`config.mk`:
```
export PLATFORM = sky130hd
export DESIGN_NAME = hie_controller
export DESIGN_NICKNAME = d
export VERILOG_FILES = /design/src/design/hie_pkg.sv /design/src/design/hie_controller.sv
export SDC_FILE = /design/constraint.sdc
export NUM_CORES = 1
export LEC_CHECK = 0
export BUFFER_PORTS_ARGS = -buffer_cell sky130_fd_sc_hd__buf_2
export CAP_MARGIN = 10
export CORE_MARGIN = 1
export CORE_UTILIZATION = 58
export DETAILED_ROUTE_END_ITERATION = 10
export HOLD_SLACK_MARGIN = 0.12
export PLACE_DENSITY = 0.8
export REMOVE_ABC_BUFFERS = 1
export SLEW_MARGIN = 30
export SYNTH_ARGS = -nofsm -noshare
export SYNTH_HDL_FRONTEND = slang
export SYNTH_SLANG_ARGS = --single-unit
```
`constraint.sdc`:
```
create_clock -name clk_i -period 3.41 [get_ports clk_i]
set_input_delay 0.5115 -clock clk_i [delete_from_list [all_inputs] [get_ports clk_i]]
set_output_delay 0.5115 -clock clk_i [all_outputs]
set_load 0.05 [all_outputs]
```
`src/design/hie_pkg.sv`:
```
// Shared types, codes and constants for the Hermite interpolation engine.
package hie_pkg;

  localparam int unsigned MAX_NODES_DEF = 16;
  localparam int unsigned FRAC_BITS_DEF = 16;
  localparam int unsigned VAL_W         = 32;
  localparam int unsigned ACC_W         = 48;
  localparam int unsigned DEN_W         = 33;

  localparam logic [1:0] STATUS_OK        = 2'd0;
  localparam logic [1:0] STATUS_SAT       = 2'd1;
  localparam logic [1:0] STATUS_NOT_READY = 2'd2;

  localparam logic MODE_LOAD  = 1'b0;
  localparam logic MODE_QUERY = 1'b1;

  typedef struct packed {
    logic                    mode;
    logic signed [VAL_W-1:0] abscissa;
    logic signed [VAL_W-1:0] sample_value;
    logic                    last_sample;
  } item_t;

  typedef struct packed {
    logic signed [VAL_W-1:0] interpolated_value;
    logic [1:0]              status;
  } result_t;

  typedef enum logic [4:0] {
    OP_NONE,
    OP_LOAD,
    OP_INIT,
    OP_DIV_GO,
    OP_DER_GO,
    OP_DER_DIV,
    OP_DER_TAKE,
    OP_WR_DIV,
    OP_WR_DER,
    OP_WR_ZERO,
    OP_READY,
    OP_Q_GO,
    OP_Q_NONE,
    OP_MUL_PREP,
    OP_MUL_LO,
    OP_MUL_HI,
    OP_ACC,
    OP_Q_FIN
  } op_e;

  typedef struct packed {
    logic ready;
    logic div_done;
    logic is_deriv;
    logic z_ne;
  } stat_t;

endpackage

```
`src/design/hie_controller.sv`:
```
// Sequencer for loading, the divided-difference build and Horner evaluation.
module hie_controller import hie_pkg::*; #(
  parameter int unsigned MAX_NODES = MAX_NODES_DEF,
  localparam int unsigned IDX_W = $clog2(MAX_NODES),
  localparam int unsigned CNT_W = $clog2(MAX_NODES + 1)
) (
  input  logic             clk_i,
  input  logic             rst_ni,
  input  logic             start_i,
  input  logic             mode_i,
  input  logic             last_i,
  input  stat_t            stat_i,
  input  logic [CNT_W-1:0] cnt_i,
  output op_e              op_o,
  output logic [IDX_W-1:0] j_o,
  output logic [IDX_W-1:0] k_o,
  output logic [CNT_W-1:0] f_o,
  output logic             busy_o
);

  typedef enum logic [11:0] {
    S_IDLE     = 12'b0000_0000_0001,
    S_INIT     = 12'b0000_0000_0010,
    S_COL      = 12'b0000_0000_0100,
    S_DIV_WAIT = 12'b0000_0000_1000,
    S_DER_CHK  = 12'b0000_0001_0000,
    S_DER_WAIT = 12'b0000_0010_0000,
    S_BUILT    = 12'b0000_0100_0000,
    S_PREP     = 12'b0000_1000_0000,
    S_MUL_LO   = 12'b0001_0000_0000,
    S_MUL_HI   = 12'b0010_0000_0000,
    S_ACC      = 12'b0100_0000_0000,
    S_Q_FIN    = 12'b1000_0000_0000
  } state_e;

  state_e           state_q, state_d;
  logic [IDX_W-1:0] j_q, j_d, k_q, k_d;
  logic [CNT_W-1:0] f_q, f_d;

  // next (k, j) after a column entry is written
  state_e           adv_state;
  logic [IDX_W-1:0] adv_j, adv_k;

  always_comb begin
    adv_j     = j_q + 1'b1;
    adv_k     = k_q;
    adv_state = S_COL;
    if (CNT_W'(j_q) + CNT_W'(k_q) + 1'b1 == cnt_i) begin
      adv_j = '0;
      adv_k = k_q + 1'b1;
      if (CNT_W'(k_q) + 1'b1 >= cnt_i) begin
        adv_state = S_BUILT;
      end
    end
  end

  always_comb begin
    state_d = state_q;
    j_d     = j_q;
    k_d     = k_q;
    f_d     = f_q;
    op_o    = OP_NONE;
    case (state_q)
      S_IDLE: begin
        if (start_i) begin
          if (mode_i == MODE_LOAD) begin
            op_o = OP_LOAD;
            if (last_i) begin
              j_d     = '0;
              state_d = S_INIT;
            end
          end else if (!stat_i.ready) begin
            op_o = OP_Q_NONE;
          end else begin
            op_o = OP_Q_GO;
            if (cnt_i == CNT_W'(1)) begin
              state_d = S_Q_FIN;
            end else begin
              j_d     = IDX_W'(cnt_i - CNT_W'(2));
              state_d = S_PREP;
            end
          end
        end
      end
      S_INIT: begin
        op_o = OP_INIT;
        j_d  = j_q + 1'b1;
        if (CNT_W'(j_q) + 1'b1 == cnt_i) begin
          j_d     = '0;
          k_d     = IDX_W'(1);
          state_d = (cnt_i == CNT_W'(1)) ? S_BUILT : S_COL;
        end
      end
      S_COL: begin
        if (stat_i.is_deriv) begin
          op_o    = OP_DER_GO;
          f_d     = CNT_W'(2);
          state_d = S_DER_CHK;
        end else if (stat_i.z_ne) begin
          op_o    = OP_DIV_GO;
          state_d = S_DIV_WAIT;
        end else begin
          op_o    = OP_WR_ZERO;
          j_d     = adv_j;
          k_d     = adv_k;
          state_d = adv_state;
        end
      end
      S_DIV_WAIT: begin
        if (stat_i.div_done) begin
          op_o    = OP_WR_DIV;
          j_d     = adv_j;
          k_d     = adv_k;
          state_d = adv_state;
        end
      end
      S_DER_CHK: begin
        if (f_q <= CNT_W'(k_q)) begin
          op_o    = OP_DER_DIV;
          state_d = S_DER_WAIT;
        end else begin
          op_o    = OP_WR_DER;
          j_d     = adv_j;
          k_d     = adv_k;
          state_d = adv_state;
        end
      end
      S_DER_WAIT: begin
        if (stat_i.div_done) begin
          op_o    = OP_DER_TAKE;
          f_d     = f_q + 1'b1;
          state_d = S_DER_CHK;
        end
      end
      S_BUILT: begin
        op_o    = OP_READY;
        state_d = S_IDLE;
      end
      S_PREP: begin
        op_o    = OP_MUL_PREP;
        state_d = S_MUL_LO;
      end
      S_MUL_LO: begin
        op_o    = OP_MUL_LO;
        state_d = S_MUL_HI;
      end
      S_MUL_HI: begin
        op_o    = OP_MUL_HI;
        state_d = S_ACC;
      end
      S_ACC: begin
        op_o = OP_ACC;
        if (j_q == '0) begin
          state_d = S_Q_FIN;
        end else begin
          j_d     = j_q - 1'b1;
          state_d = S_PREP;
        end
      end
      S_Q_FIN: begin
        op_o    = OP_Q_FIN;
        state_d = S_IDLE;
      end
      default: state_d = S_IDLE;
    endcase
  end

  always_ff @(posedge clk_i or negedge rst_ni) begin
    if (!rst_ni) begin
      state_q <= S_IDLE;
      j_q     <= '0;
      k_q     <= '0;
      f_q     <= '0;
    end else begin
      state_q <= state_d;
      j_q     <= j_d;
      k_q     <= k_d;
      f_q     <= f_d;
    end
  end

  assign j_o    = j_q;
  assign k_o    = k_q;
  assign f_o    = f_q;
  assign busy_o = state_q != S_IDLE;

endmodule

```
==> Yosys cells after proc, flatten, opt, wreduce, memory -nomap -nowiden <==
Cells that the tools add are included.
{ "word_totals": {"out_inout_bits": 19, "wordCells": 99, "in_bits": 14, "reg_bits": 25} }
{ "op_classes": {"mux": 48, "reduce_logical": 8, "eq_ne": 28, "add_sub_neg": 9, "n_lt_le_gt_ge": 2} }
{ "ops": {"columns": ["op", "count"], "rows": [
  ["two-way mux 12 bit", 13],
  ["one-hot mux 12 bit (10 select lines)", 1],
  ["two-way mux 4 bit", 23],
  ["one-hot mux 5 bit (12 select lines)", 1],
  ["one-hot mux 4 bit (6 select lines)", 1],
  ["inequality test 2 bit (second input constant)", 9],
  ["one-hot mux 4 bit (4 select lines)", 1],
  ["two-way mux 7 bit", 2],
  ["equality test 12 x 1 -> 1 bit (second input constant)", 1],
  ["equality test 12 x 10 -> 1 bit (second input constant)", 1],
  ["equality test 12 x 11 -> 1 bit (second input constant)", 1],
  ["equality test 12 bit (second input constant)", 1],
  ["equality test 12 x 2 -> 1 bit (second input constant)", 1],
  ["equality test 12 x 3 -> 1 bit (second input constant)", 1],
  ["equality test 12 x 4 -> 1 bit (second input constant)", 1],
  ["equality test 12 x 5 -> 1 bit (second input constant)", 1],
  ["equality test 12 x 6 -> 1 bit (second input constant)", 1],
  ["equality test 12 x 7 -> 1 bit (second input constant)", 1],
  ["equality test 12 x 8 -> 1 bit (second input constant)", 1],
  ["equality test 12 x 9 -> 1 bit (second input constant)", 1],
  ["inequality test 12 x 1 -> 1 bit (second input constant)", 1],
  ["AND reduction 6 bit", 2],
  ["adder 4 x 1 -> 5 bit (second input constant)", 2],
  ["adder 5 x 1 -> 5 bit (second input constant)", 2],
  ["18 further kinds", 25]
]} }

==> Depth between registers and ports, before layout <==
Gate-level depths: netlist (run 1).
{ "depth": {"word_depth": 7, "mapped_depth": 11, "ltp_nobuf": 11} }

==> Worst setup path after synthesis (run 1) <==
Ideal clock, no wire load.
{ "synth_timing": {"path_type": "reg-to-output", "start": "reg k_q[1] (netlist: k_o[1])", "end": "out op_o[0]", "t_required_ns": 2.898, "path_buffers": 0, "arrival_time_ns": 2.409, "slack_ns": 0.490, "path_stages_with_launch": 8, "path_cell_list": "dfrtp_1 > inv_1 > ha_1 > nor2b_1 > o31ai_1 > a21oi_1 > or3_1 > o211ai_1"} }
{ "synth_between": {"elab_chain_len": 3} }
{ "synth_rtl": {"columns": ["item", "line", "rtl"], "rows": [
  ["start, declared", "hie_controller.sv:37", "logic [IDX_W-1:0] j_q, j_d, k_q, k_d;"],
  ["start signal, assigned", "hie_controller.sv:177", "k_q <= k_d;"],
  ["<= comparator 5 x 4 -> 1 bit", "hie_controller.sv:118", "if (f_q <= CNT_W'(k_q)) begin"],
  ["two-way mux 4 bit", "hie_controller.sv:118", null],
  ["one-hot mux 5 bit (12 select lines)", "hie_controller.sv:63", "case (state_q)"],
  ["end, declared", "hie_controller.sv:14", "output op_e op_o,"]
]} }
Every way passes these cells.

==> Worst setup path in the final report (run 1) <==
{ "layout_timing": {"start": "reg state_q[9]", "end": "out op_o[2]"} }
{ "layout_between": {"elab_chain_len": 2, "word_cells_on_any_way": 13, "cone_classes": "eq/ne: 12; mux: 1"} }
{ "layout_rtl": {"columns": ["item", "line", "rtl"], "rows": [
  ["start, declared", "hie_controller.sv:36", "state_e state_q, state_d;"],
  ["start signal, assigned", "hie_controller.sv:175", "state_q <= state_d;"],
  ["equality test 12 bit (tied with other cells)", "hie_controller.sv:63", null],
  ["one-hot mux 5 bit (12 select lines) (*)", "hie_controller.sv:63", null]
]} }
Every way passes the cells marked *; elsewhere a longest branch is shown, timed or not.

==> reports/metrics.yaml, run 1 <==
sta:
  setup_ws_ns: 0.251
  hold_ws_ns: 0.222
  finClkSkew_ns: 0.00475
  min_period_ns: 3.16
  slew_headroom: 0.470
  hold_viol_final: 0
  tns_ns: 0
  slew_viol_final: 0
  max_freq_ghz: 0.317
  worst_pin_slew_ns: 0.787
  rsz0062_at_grt: "no"
  finalCritPeriodShare: 0.927
  setup_viol: 0
placed_design:
  gp_congestion: 0.879
  port_buffers: 32
  placed_area_um2: 2600
  place_hpwl_um: 4540
  pre_cts_slack_ns: 0.341
  dp_cells: 359
detailed_routing:
  avgRoutedWirePerCell_um: 15.7
  vias: 2243
  avgViaCountPerCell: 6.18
  drt_iter0_drc: 180
  dr.pass1.iters: 4
  route.detailed.drc: 0
  totalWireLength_um: 5690
  drtAntennaViolNets: 0
floorplanning:
  die_h_um: 66.0
  die_w_um: 66.0
  start_util: 0.626
  core_um2: 3800
  num_io_pins: 33
  dieArea_um2: 4360
  placementRows: 22
synthesis:
  netlist_top_cells_area: "dfrtp_1 25%, ha_1 10%, nor2_1 4.7%, xor2_1 4.1%, nand2_1 3.8%"
  ys.flop_type: "dfrtp_1"
  synthArstFlopShare: 1.00
  ys_ff_latch: 25
  yosys.area.top_type: "dfrtp_1"
  yosysMostFrequentCell: "nor2_1"
  yosysTopAreaCellShare: 0.253
  synth_edf_count: 0
  synth.distinct_cells: 64
  ys_seq_area_frac: 0.264
  synthCells: 281
  synth_common_cells: "30 x nor2_1, 24 x dfrtp_1, 24 x nand2_1"
  synth_area_per_cell_um2: 8.46
  syn-cell-area_um2: 2380
  yosysWarnings: 0
critical_path:
  required_ns: 2.90
  arrival_ns: 2.65
  startpoint_type: "flop"
  crit_fanout: 7
  worstReg2RegEnd: "k_o[3]"
  crit_type: "flop to output port"
  r2r_setup_slack_ns: 0.45
  r2r-start: "j_o[0]"
  crit_path_end_kind: "output port"
  reg2reg_depth: 8
status:
  status: "finished, final reports clean"
global_routing:
  grt_use_total: 0.290
  grt-ovfl-total: 0
  antenna_found_initial: 0
  grt_max_degree: 26
  grt_pass1_vias: 2164
  grt_pass1_wl_um: 9780
clocking:
  cts_tree: "built"
  ctsHoldBuffers: 0
  clkTransAtPathRegs_ns: 0.09
  cts_inserted_buffers: 3
  worstSkewPairLatency_ns: 0.27
  clkSinkCount: 25
  clockRootBuffer: "clkbuf_8"
  post_cts.repair.setup_buffers: 0
  htreeDepth: 1
  clk_path_buf_depth: 2
finish:
  finalNetCount: 350
  final_design_area_no_fill_um2: 2650
  diodes: 0
  drive_gt1_frac: 0.187
  layout.cells.non_filler: 363
  syn2layout_area_growth_pct: 11.4
power_and_ir_drop:
  leakage_nw: 1.26
  powerDensity_nw_per_um2: 834
  vdd_drop_max_v: 0.000580
hold_path:
  hold_path_class: "input pin to async pin"
flow_run:
  drv_cap: 0
==> what timing repair did <==
| action | in CTS | in global routing |
|---|---|---|
| endpoints found under the hold margin | 0 | 0 |
| resized for setup | 0 | 1 |
| endpoints found under the setup margin | 0 | 2 |
==> worst max path at each step <==
stage / from / end / slack (ns)
global placement: state_q[8] / op_o[1] / 0.46
finish: state_q[9] / op_o[2] / 0.25
detailed placement: state_q[8] / op_o[1] / 0.34
floorplan: k_o[1] / op_o[0] / 0.49
global route: j_o[0] / k_o[3] / 0.1
CTS: state_q[8] / op_o[1] / 0.03
==> kinds of logic after synthesis <==
| group | synth area share |
|---|---|
| adder cells (fa/ha/maj) | 0.108 |
| AO/OA/AOI/OAI | 0.178 |
| multiplexers | 0.0126 |
| flip-flops | 0.264 |
| XOR/XNOR | 0.0774 |
| AND/OR/NAND/NOR | 0.317 |
| buffers and inverters | 0.0426 |
==> report_power, final <==
| group | total, W | internal, W | switching, W |
|---|---|---|---|
| clock network | 0.000176 | 0.0000836 | 0.0000922 |
| registers | 0.000501 | 0.000372 | 0.000129 |
| logic | 0.00153 | 0.000567 | 0.000966 |
| total | 0.00221 | 0.00102 | 0.00119 |
==> through the flow <==
| stage | util | power [W] |
|---|---|---|
| final | 0.697 | 0.00221 |
| after detailed placement | 0.684 | 0.00202 |
| after global routing | 0.697 | 0.00239 |
| after CTS | 0.696 | 0.00221 |
| after global placement | 0.684 | 0.00199 |
| after floorplan | - | 0.00169 |
==> layer usage <==
layer  wire length, µm  up-vias  track usage
li1                  -     1103            -
met1              2640     1074        0.395
met2              2710       62        0.482
met3               303        4       0.0466
met4                38        0       0.0559
met5                 0        -            0
==> worst max-delay path, stage by stage (launching register included) <==
cell,delay (ns)
dfrtp_1,0.46
nor4_1,0.40
nand2_1,0.23
nor4b_4,0.50
nand3_1,0.16
o21ai_0,0.22
nor2_1,0.06
nand3_1,0.08
buf_2,0.26
==> layout make-up <==
type,instances,area [µm²]
sequential,25,627
timing repair buffer,36,190
tap,48,60.1
clock buffer,4,45.0
inverter,19,71.3
fill,328,1150
multi-input combinational,231,1660
==> cells in the final DEF (no fill, tap or decap), types with 4 or more instances in the layout <==
| cell type | n |
|---|---|
| buf_2 | 32 |
| nor2_1 | 30 |
| nand2_1 | 24 |
| dfrtp_1 | 24 |
| inv_1 | 19 |
| ha_1 | 19 |
| o21ai_0 | 13 |
| xor2_1 | 11 |
| nand3_1 | 11 |
| xnor2_1 | 10 |
| a21oi_1 | 10 |
| or3_1 | 6 |
| nor4_1 | 6 |
| nand4_1 | 6 |
| nor2b_1 | 6 |
| nand2b_1 | 5 |
| nor3_1 | 5 |
| and3_1 | 4 |
| a31oi_1 | 4 |
| buf_4 | 4 |
==> sequential cells by signal (all words and copies together) (netlist names) <==
name     count
j_o          4
f_o          5
k_o          4
state_q     12
Power figures use the tool's default switching activity.
==> run 2: changes to the inputs <==
--- a/config.mk
+++ b/config.mk
@@ -12,6 +12,7 @@
 export DETAILED_ROUTE_END_ITERATION = 10
 export HOLD_SLACK_MARGIN = 0.12
 export PLACE_DENSITY = 0.8
+export RECOVER_POWER = 25
 export REMOVE_ABC_BUFFERS = 1
 export SLEW_MARGIN = 30
 export SYNTH_ARGS = -nofsm -noshare
==> reports/metrics.yaml, run 2 (synthesis gave the netlist of run 1 again) <==
critical_path:
  max_stage_delay_ns: 0.50
  reg2reg_depth: 8
  crit_path_end_kind: "output port"
  worstReg2RegEnd: "k_o[3]"
  crit_top_cell: "nand3_1"
  crit_buf_inv: 1
  critPathSlowestCell: "nor4b_4"
  r2r-start: "j_o[0]"
  arrival_ns: 2.65
  cp_top_family: "simple AND/OR/NAND/NOR gates"
  crit_type: "flop to output port"
  crit_fanout: 7
  worstPathCellList: "nor4_1 -> nand2_1 -> nor4b_4 -> nand3_1 -> o21ai_0 -> nor2_1 -> nand3_1 -> buf_2"
  startpoint_type: "flop"
  required_ns: 2.90
  r2r_setup_slack_ns: 0.44
detailed_routing:
  avgRoutedWirePerCell_um: 15.7
  wl_met1_um: 2640
  vias: 2245
  drtAntennaViolNets: 0
  dr_wl_met2_um: 2710
  drt_iter0_drc: 180
  dr.max_layer_used: "met4"
  dr.pass1.iters: 4
  route.detailed.drc: 0
  totalWireLength_um: 5700
  avgViaCountPerCell: 6.18
  wl_met3_um: 304
clocking:
  clkTransAtPathRegs_ns: 0.09
  worstSkewPairLatency_ns: 0.27
  cts_inserted_buffers: 3
  post_cts.repair.setup_buffers: 0
  cts_tree: "built"
  clkSinkCount: 25
  clk_path_buf_depth: 2
  htreeDepth: 1
  clockRootBuffer: "clkbuf_8"
sta:
  rsz0062_at_grt: "no"
  worst_pin_slew_ns: 1.35
  finalCritPeriodShare: 0.926
  min_period_ns: 3.16
  hold_viol_final: 0
  setup_viol: 0
  max_freq_ghz: 0.317
  slew_viol_final: 0
  tns_ns: 0
  slew_headroom: 0.102
  finClkSkew_ns: 0.00477
finish:
  regMostFlops: "state_q"
  syn2layout_area_growth_pct: 11.4
  finalNetCount: 350
  drive_gt1_frac: 0.184
  final_cell_mix: "31 x buf_2, 30 x nor2_1, 24 x nand2_1, 24 x dfrtp_1"
  largest_reg_flops: 12
  final_common_cell: "buf_2"
  final_design_area_no_fill_um2: 2650
  diodes: 0
  final_core_util: 0.697
power_and_ir_drop:
  vdd_drop_max_v: 0.000580
  finalPower_w: 0.00221
  powerDensity_nw_per_um2: 835
  leakage_nw: 1.26
placed_design:
  placed_area_um2: 2600
  port_buffers: 32
  gp_congestion: 0.879
  place_hpwl_um: 4540
global_routing:
  grt_pass1_vias: 2164
  grt_pass1_wl_um: 9780
  antenna_found_initial: 0
  grt_use_total: 0.290
  grt_max_degree: 26
  grt-ovfl-total: 0
floorplanning:
  dieArea_um2: 4360
  num_io_pins: 33
  die_h_um: 66.0
  start_util: 0.626
  placementRows: 22
  core_um2: 3800
  die_w_um: 66.0
flow_run:
  drv_cap: 0
hold_path:
  hold_path_class: "input pin to async pin"
status:
  status: "finished, final reports clean"
[run 2: changes by cell type in the layout (fill, tap and decap cells not counted), sizes merged]
cell,change
buf,-1
clkbuf,+1
[run 2: area by class of cell]
class                           instances  area (µm²)
Timing Repair Buffer                   36         189
Tap cell                               48        60.1
Sequential cell                        25         627
Fill cell                             328        1150
Clock buffer                            4        45.0
Multi-Input combinational cell        231        1660
Inverter                               19        71.3
[run 2: worst max-delay path by stage]
stage,slack [ns],startpoint,endpoint,cells past startpoint
floorplan,0.49,k_o[1],op_o[0],7
global route,0.1,j_o[0],k_o[3],8
CTS,0.03,state_q[8],op_o[1],7
detailed placement,0.34,state_q[8],op_o[1],7
finish,0.25,state_q[9],op_o[2],8
global placement,0.46,state_q[8],op_o[1],7
[run 2: timing repair]
item | CTS | global route
hold buffers | 0 | 0
endpoints found under the setup margin | 0 | 2
resized for setup | 0 | 1
hold endpoints to repair | 0 | 0
[run 2: through the flow]
stage               worst slack (ns)  hold slack, ns  cells
detailed placement             0.341           0.541    359
floorplan                      0.490           0.216    275
global placement               0.458           0.545    359
global route                  0.0992           0.535    363
CTS                           0.0303           0.238    363
finish                         0.252           0.521    363
[run 2: power breakdown]
| part | internal (W) | total [W] | switching, W |
|---|---|---|---|
| Combinational | 0.000567 | 0.00153 | 0.000966 |
| Clock | 0.0000836 | 0.000176 | 0.0000922 |
| Sequential | 0.000372 | 0.000501 | 0.000129 |
[run 2: worst register-to-register path: stages (launching register included)]
cell and delay, ns:
dfrtp_1 0.50, ha_1 0.32, or3b_1 0.36, o21ai_0 0.08, a31oi_1 0.14, o41ai_2 0.57, o21ai_2 0.25, nor3_1 0.44
mux2i_1 0.24
[run 2: routing by layer]
layer,track usage,vias to the layer above
met4,0.0559,0
met3,0.0466,4
met5,0,-
met1,0.395,1072
met2,0.482,66
li1,-,1103
==> run 3: changes to the inputs <==
--- a/config.mk
+++ b/config.mk
@@ -9,9 +9,10 @@
 export CAP_MARGIN = 10
 export CORE_MARGIN = 1
 export CORE_UTILIZATION = 58
+export CTS_CLUSTER_DIAMETER = 60
 export DETAILED_ROUTE_END_ITERATION = 10
 export HOLD_SLACK_MARGIN = 0.12
-export PLACE_DENSITY = 0.8
+export PLACE_DENSITY = 0.84
 export RECOVER_POWER = 25
 export REMOVE_ABC_BUFFERS = 1
 export SLEW_MARGIN = 30
==> reports/metrics.yaml, run 3 (synthesis gave the netlist of run 1 again) <==
status:
  status: "finished, final reports clean"
sta:
  tns_ns: 0
  rsz0062_at_grt: "no"
  worst_pin_slew_ns: 1.43
  min_period_ns: 3.23
  hold_viol_final: 0
  finClkSkew_ns: 0.00617
  finalCritPeriodShare: 0.946
  max_freq_ghz: 0.310
  slew_viol_final: 0
  setup_viol: 0
  slew_headroom: 0.0451
global_routing:
  antenna_found_initial: 0
  grt_use_total: 0.309
  grt_pass1_wl_um: 10300
  grt_pass1_vias: 2260
  grt_max_degree: 26
  grt-ovfl-total: 0
floorplanning:
  dieArea_um2: 4360
  start_util: 0.626
  die_w_um: 66.0
  num_io_pins: 33
  placementRows: 22
  core_um2: 3800
  die_h_um: 66.0
power_and_ir_drop:
  leakage_nw: 1.26
  seq_power_share: 0.223
  clkPwrFrac: 0.087
  pwr-share-comb: 0.689
  p_sw_frac: 0.544
  vdd_drop_max_v: 0.000526
  powerDensity_nw_per_um2: 846
  internal-power_w: 0.00103
  p_sw_w: 0.00122
critical_path:
  startpoint_type: "flop"
  required_ns: 2.90
  crit_type: "flop to output port"
  arrival_ns: 2.72
  crit_path_end_kind: "output port"
  r2r_setup_slack_ns: 0.49
  reg2reg_depth: 11
  worstSetupStartpoint: "state_q[8]"
  r2r-start: "j_o[0]"
  crit_fanout: 7
finish:
  final_cell_mix: "31 x buf_2, 30 x nor2_1, 24 x nand2_1, 24 x dfrtp_1"
  final_common_cell: "buf_2"
  drive_gt1_frac: 0.190
  syn2layout_area_growth_pct: 11.8
  finalNetCount: 351
  final_design_area_no_fill_um2: 2660
  largest_reg_flops: 12
  diodes: 0
  regMostFlops: "state_q"
clocking:
  worstSkewPairLatency_ns: 0.28
  clockRootBuffer: "clkbuf_8"
  clkSinkCount: 25
  htreeDepth: 1
  clk_path_buf_depth: 2
  cts_inserted_buffers: 3
  clkTransAtPathRegs_ns: 0.10
  ctsHoldBuffers: 0
  post_cts.repair.setup_buffers: 0
  cts_tree: "built"
detailed_routing:
  drtAntennaViolNets: 0
  vias: 2285
  dr.pass1.iters: 5
  avgViaCountPerCell: 6.28
  drt_iter0_drc: 166
  avgRoutedWirePerCell_um: 16.7
  route.detailed.drc: 0
  totalWireLength_um: 6060
hold_path:
  hold_path_class: "input pin to flop"
  min_path_cells: 2
  hold_start: "stat_i[2]"
placed_design:
  gp_congestion: 0.892
  placed_area_um2: 2610
  port_buffers: 32
  place_hpwl_um: 4600
flow_run:
  drv_cap: 0
==> run 3: path summary, 6_finish.rpt <==
kind | to
setup / recovery | op_o[2]
hold / removal | state_q[5]
max in group asynchronous | k_o[3]
min in group asynchronous | j_o[3]
hold reg to reg | state_q[10]
setup reg to reg | state_q[2]
==> run 3: worst max-delay path, cell delays in order (launching register included) <==
cell,delay [ns]
dfrtp_1,0.47
nor4_1,0.43
nand2_1,0.23
nor4b_4,0.51
nand3_1,0.16
o21ai_0,0.23
nor2_1,0.07
nand3_1,0.08
buf_2,0.26
==> run 3: layer usage <==
layer | track usage | part of all wire
met5 | 0 | 0
met3 | 0.0448 | 0.068
met1 | 0.392 | 0.43
met4 | 0.112 | 0.018
met2 | 0.528 | 0.49
==> run 3: area by class of cell <==
class | instances | area [µm²]
Multi-Input combinational cell | 231 | 1660
Fill cell | 318 | 1140
Sequential cell | 25 | 627
Timing Repair Buffer | 37 | 196
Inverter | 19 | 71.3
Tap cell | 48 | 60.1
Clock buffer | 3 | 41.3
Clock inverter | 1 | 7.51
==> run 3: repair_timing <==
item | in CTS | in global routing
setup endpoints to repair | 0 | 2
endpoints found under the hold margin | 0 | 0
gates resized for setup | 0 | 1
==> run 3: per-stage QoR <==
step           instances   util  worst slack, ns  hold slack [ns]  total power (W)
2_1_floorplan        275      -            0.490            0.216          0.00169
3_3_place_gp         360  0.686            0.525            0.539          0.00199
3_5_place_dp         360  0.686            0.425            0.558          0.00203
4_1_cts              364  0.699            0.111            0.254          0.00224
5_1_grt              364  0.700           0.0231            0.513          0.00242
6_report             364  0.700            0.183            0.490          0.00225
==> run 3: power groups by stage <==
stage	clock network [W]	registers [W]	logic, W
2_1_floorplan	0	0.000661	0.00103
3_3_place_gp	0	0.000500	0.00149
3_5_place_dp	0	0.000507	0.00153
4_1_cts	0.000192	0.000501	0.00154
5_1_grt	0.000207	0.000518	0.00170
6_report	0.000197	0.000502	0.00155
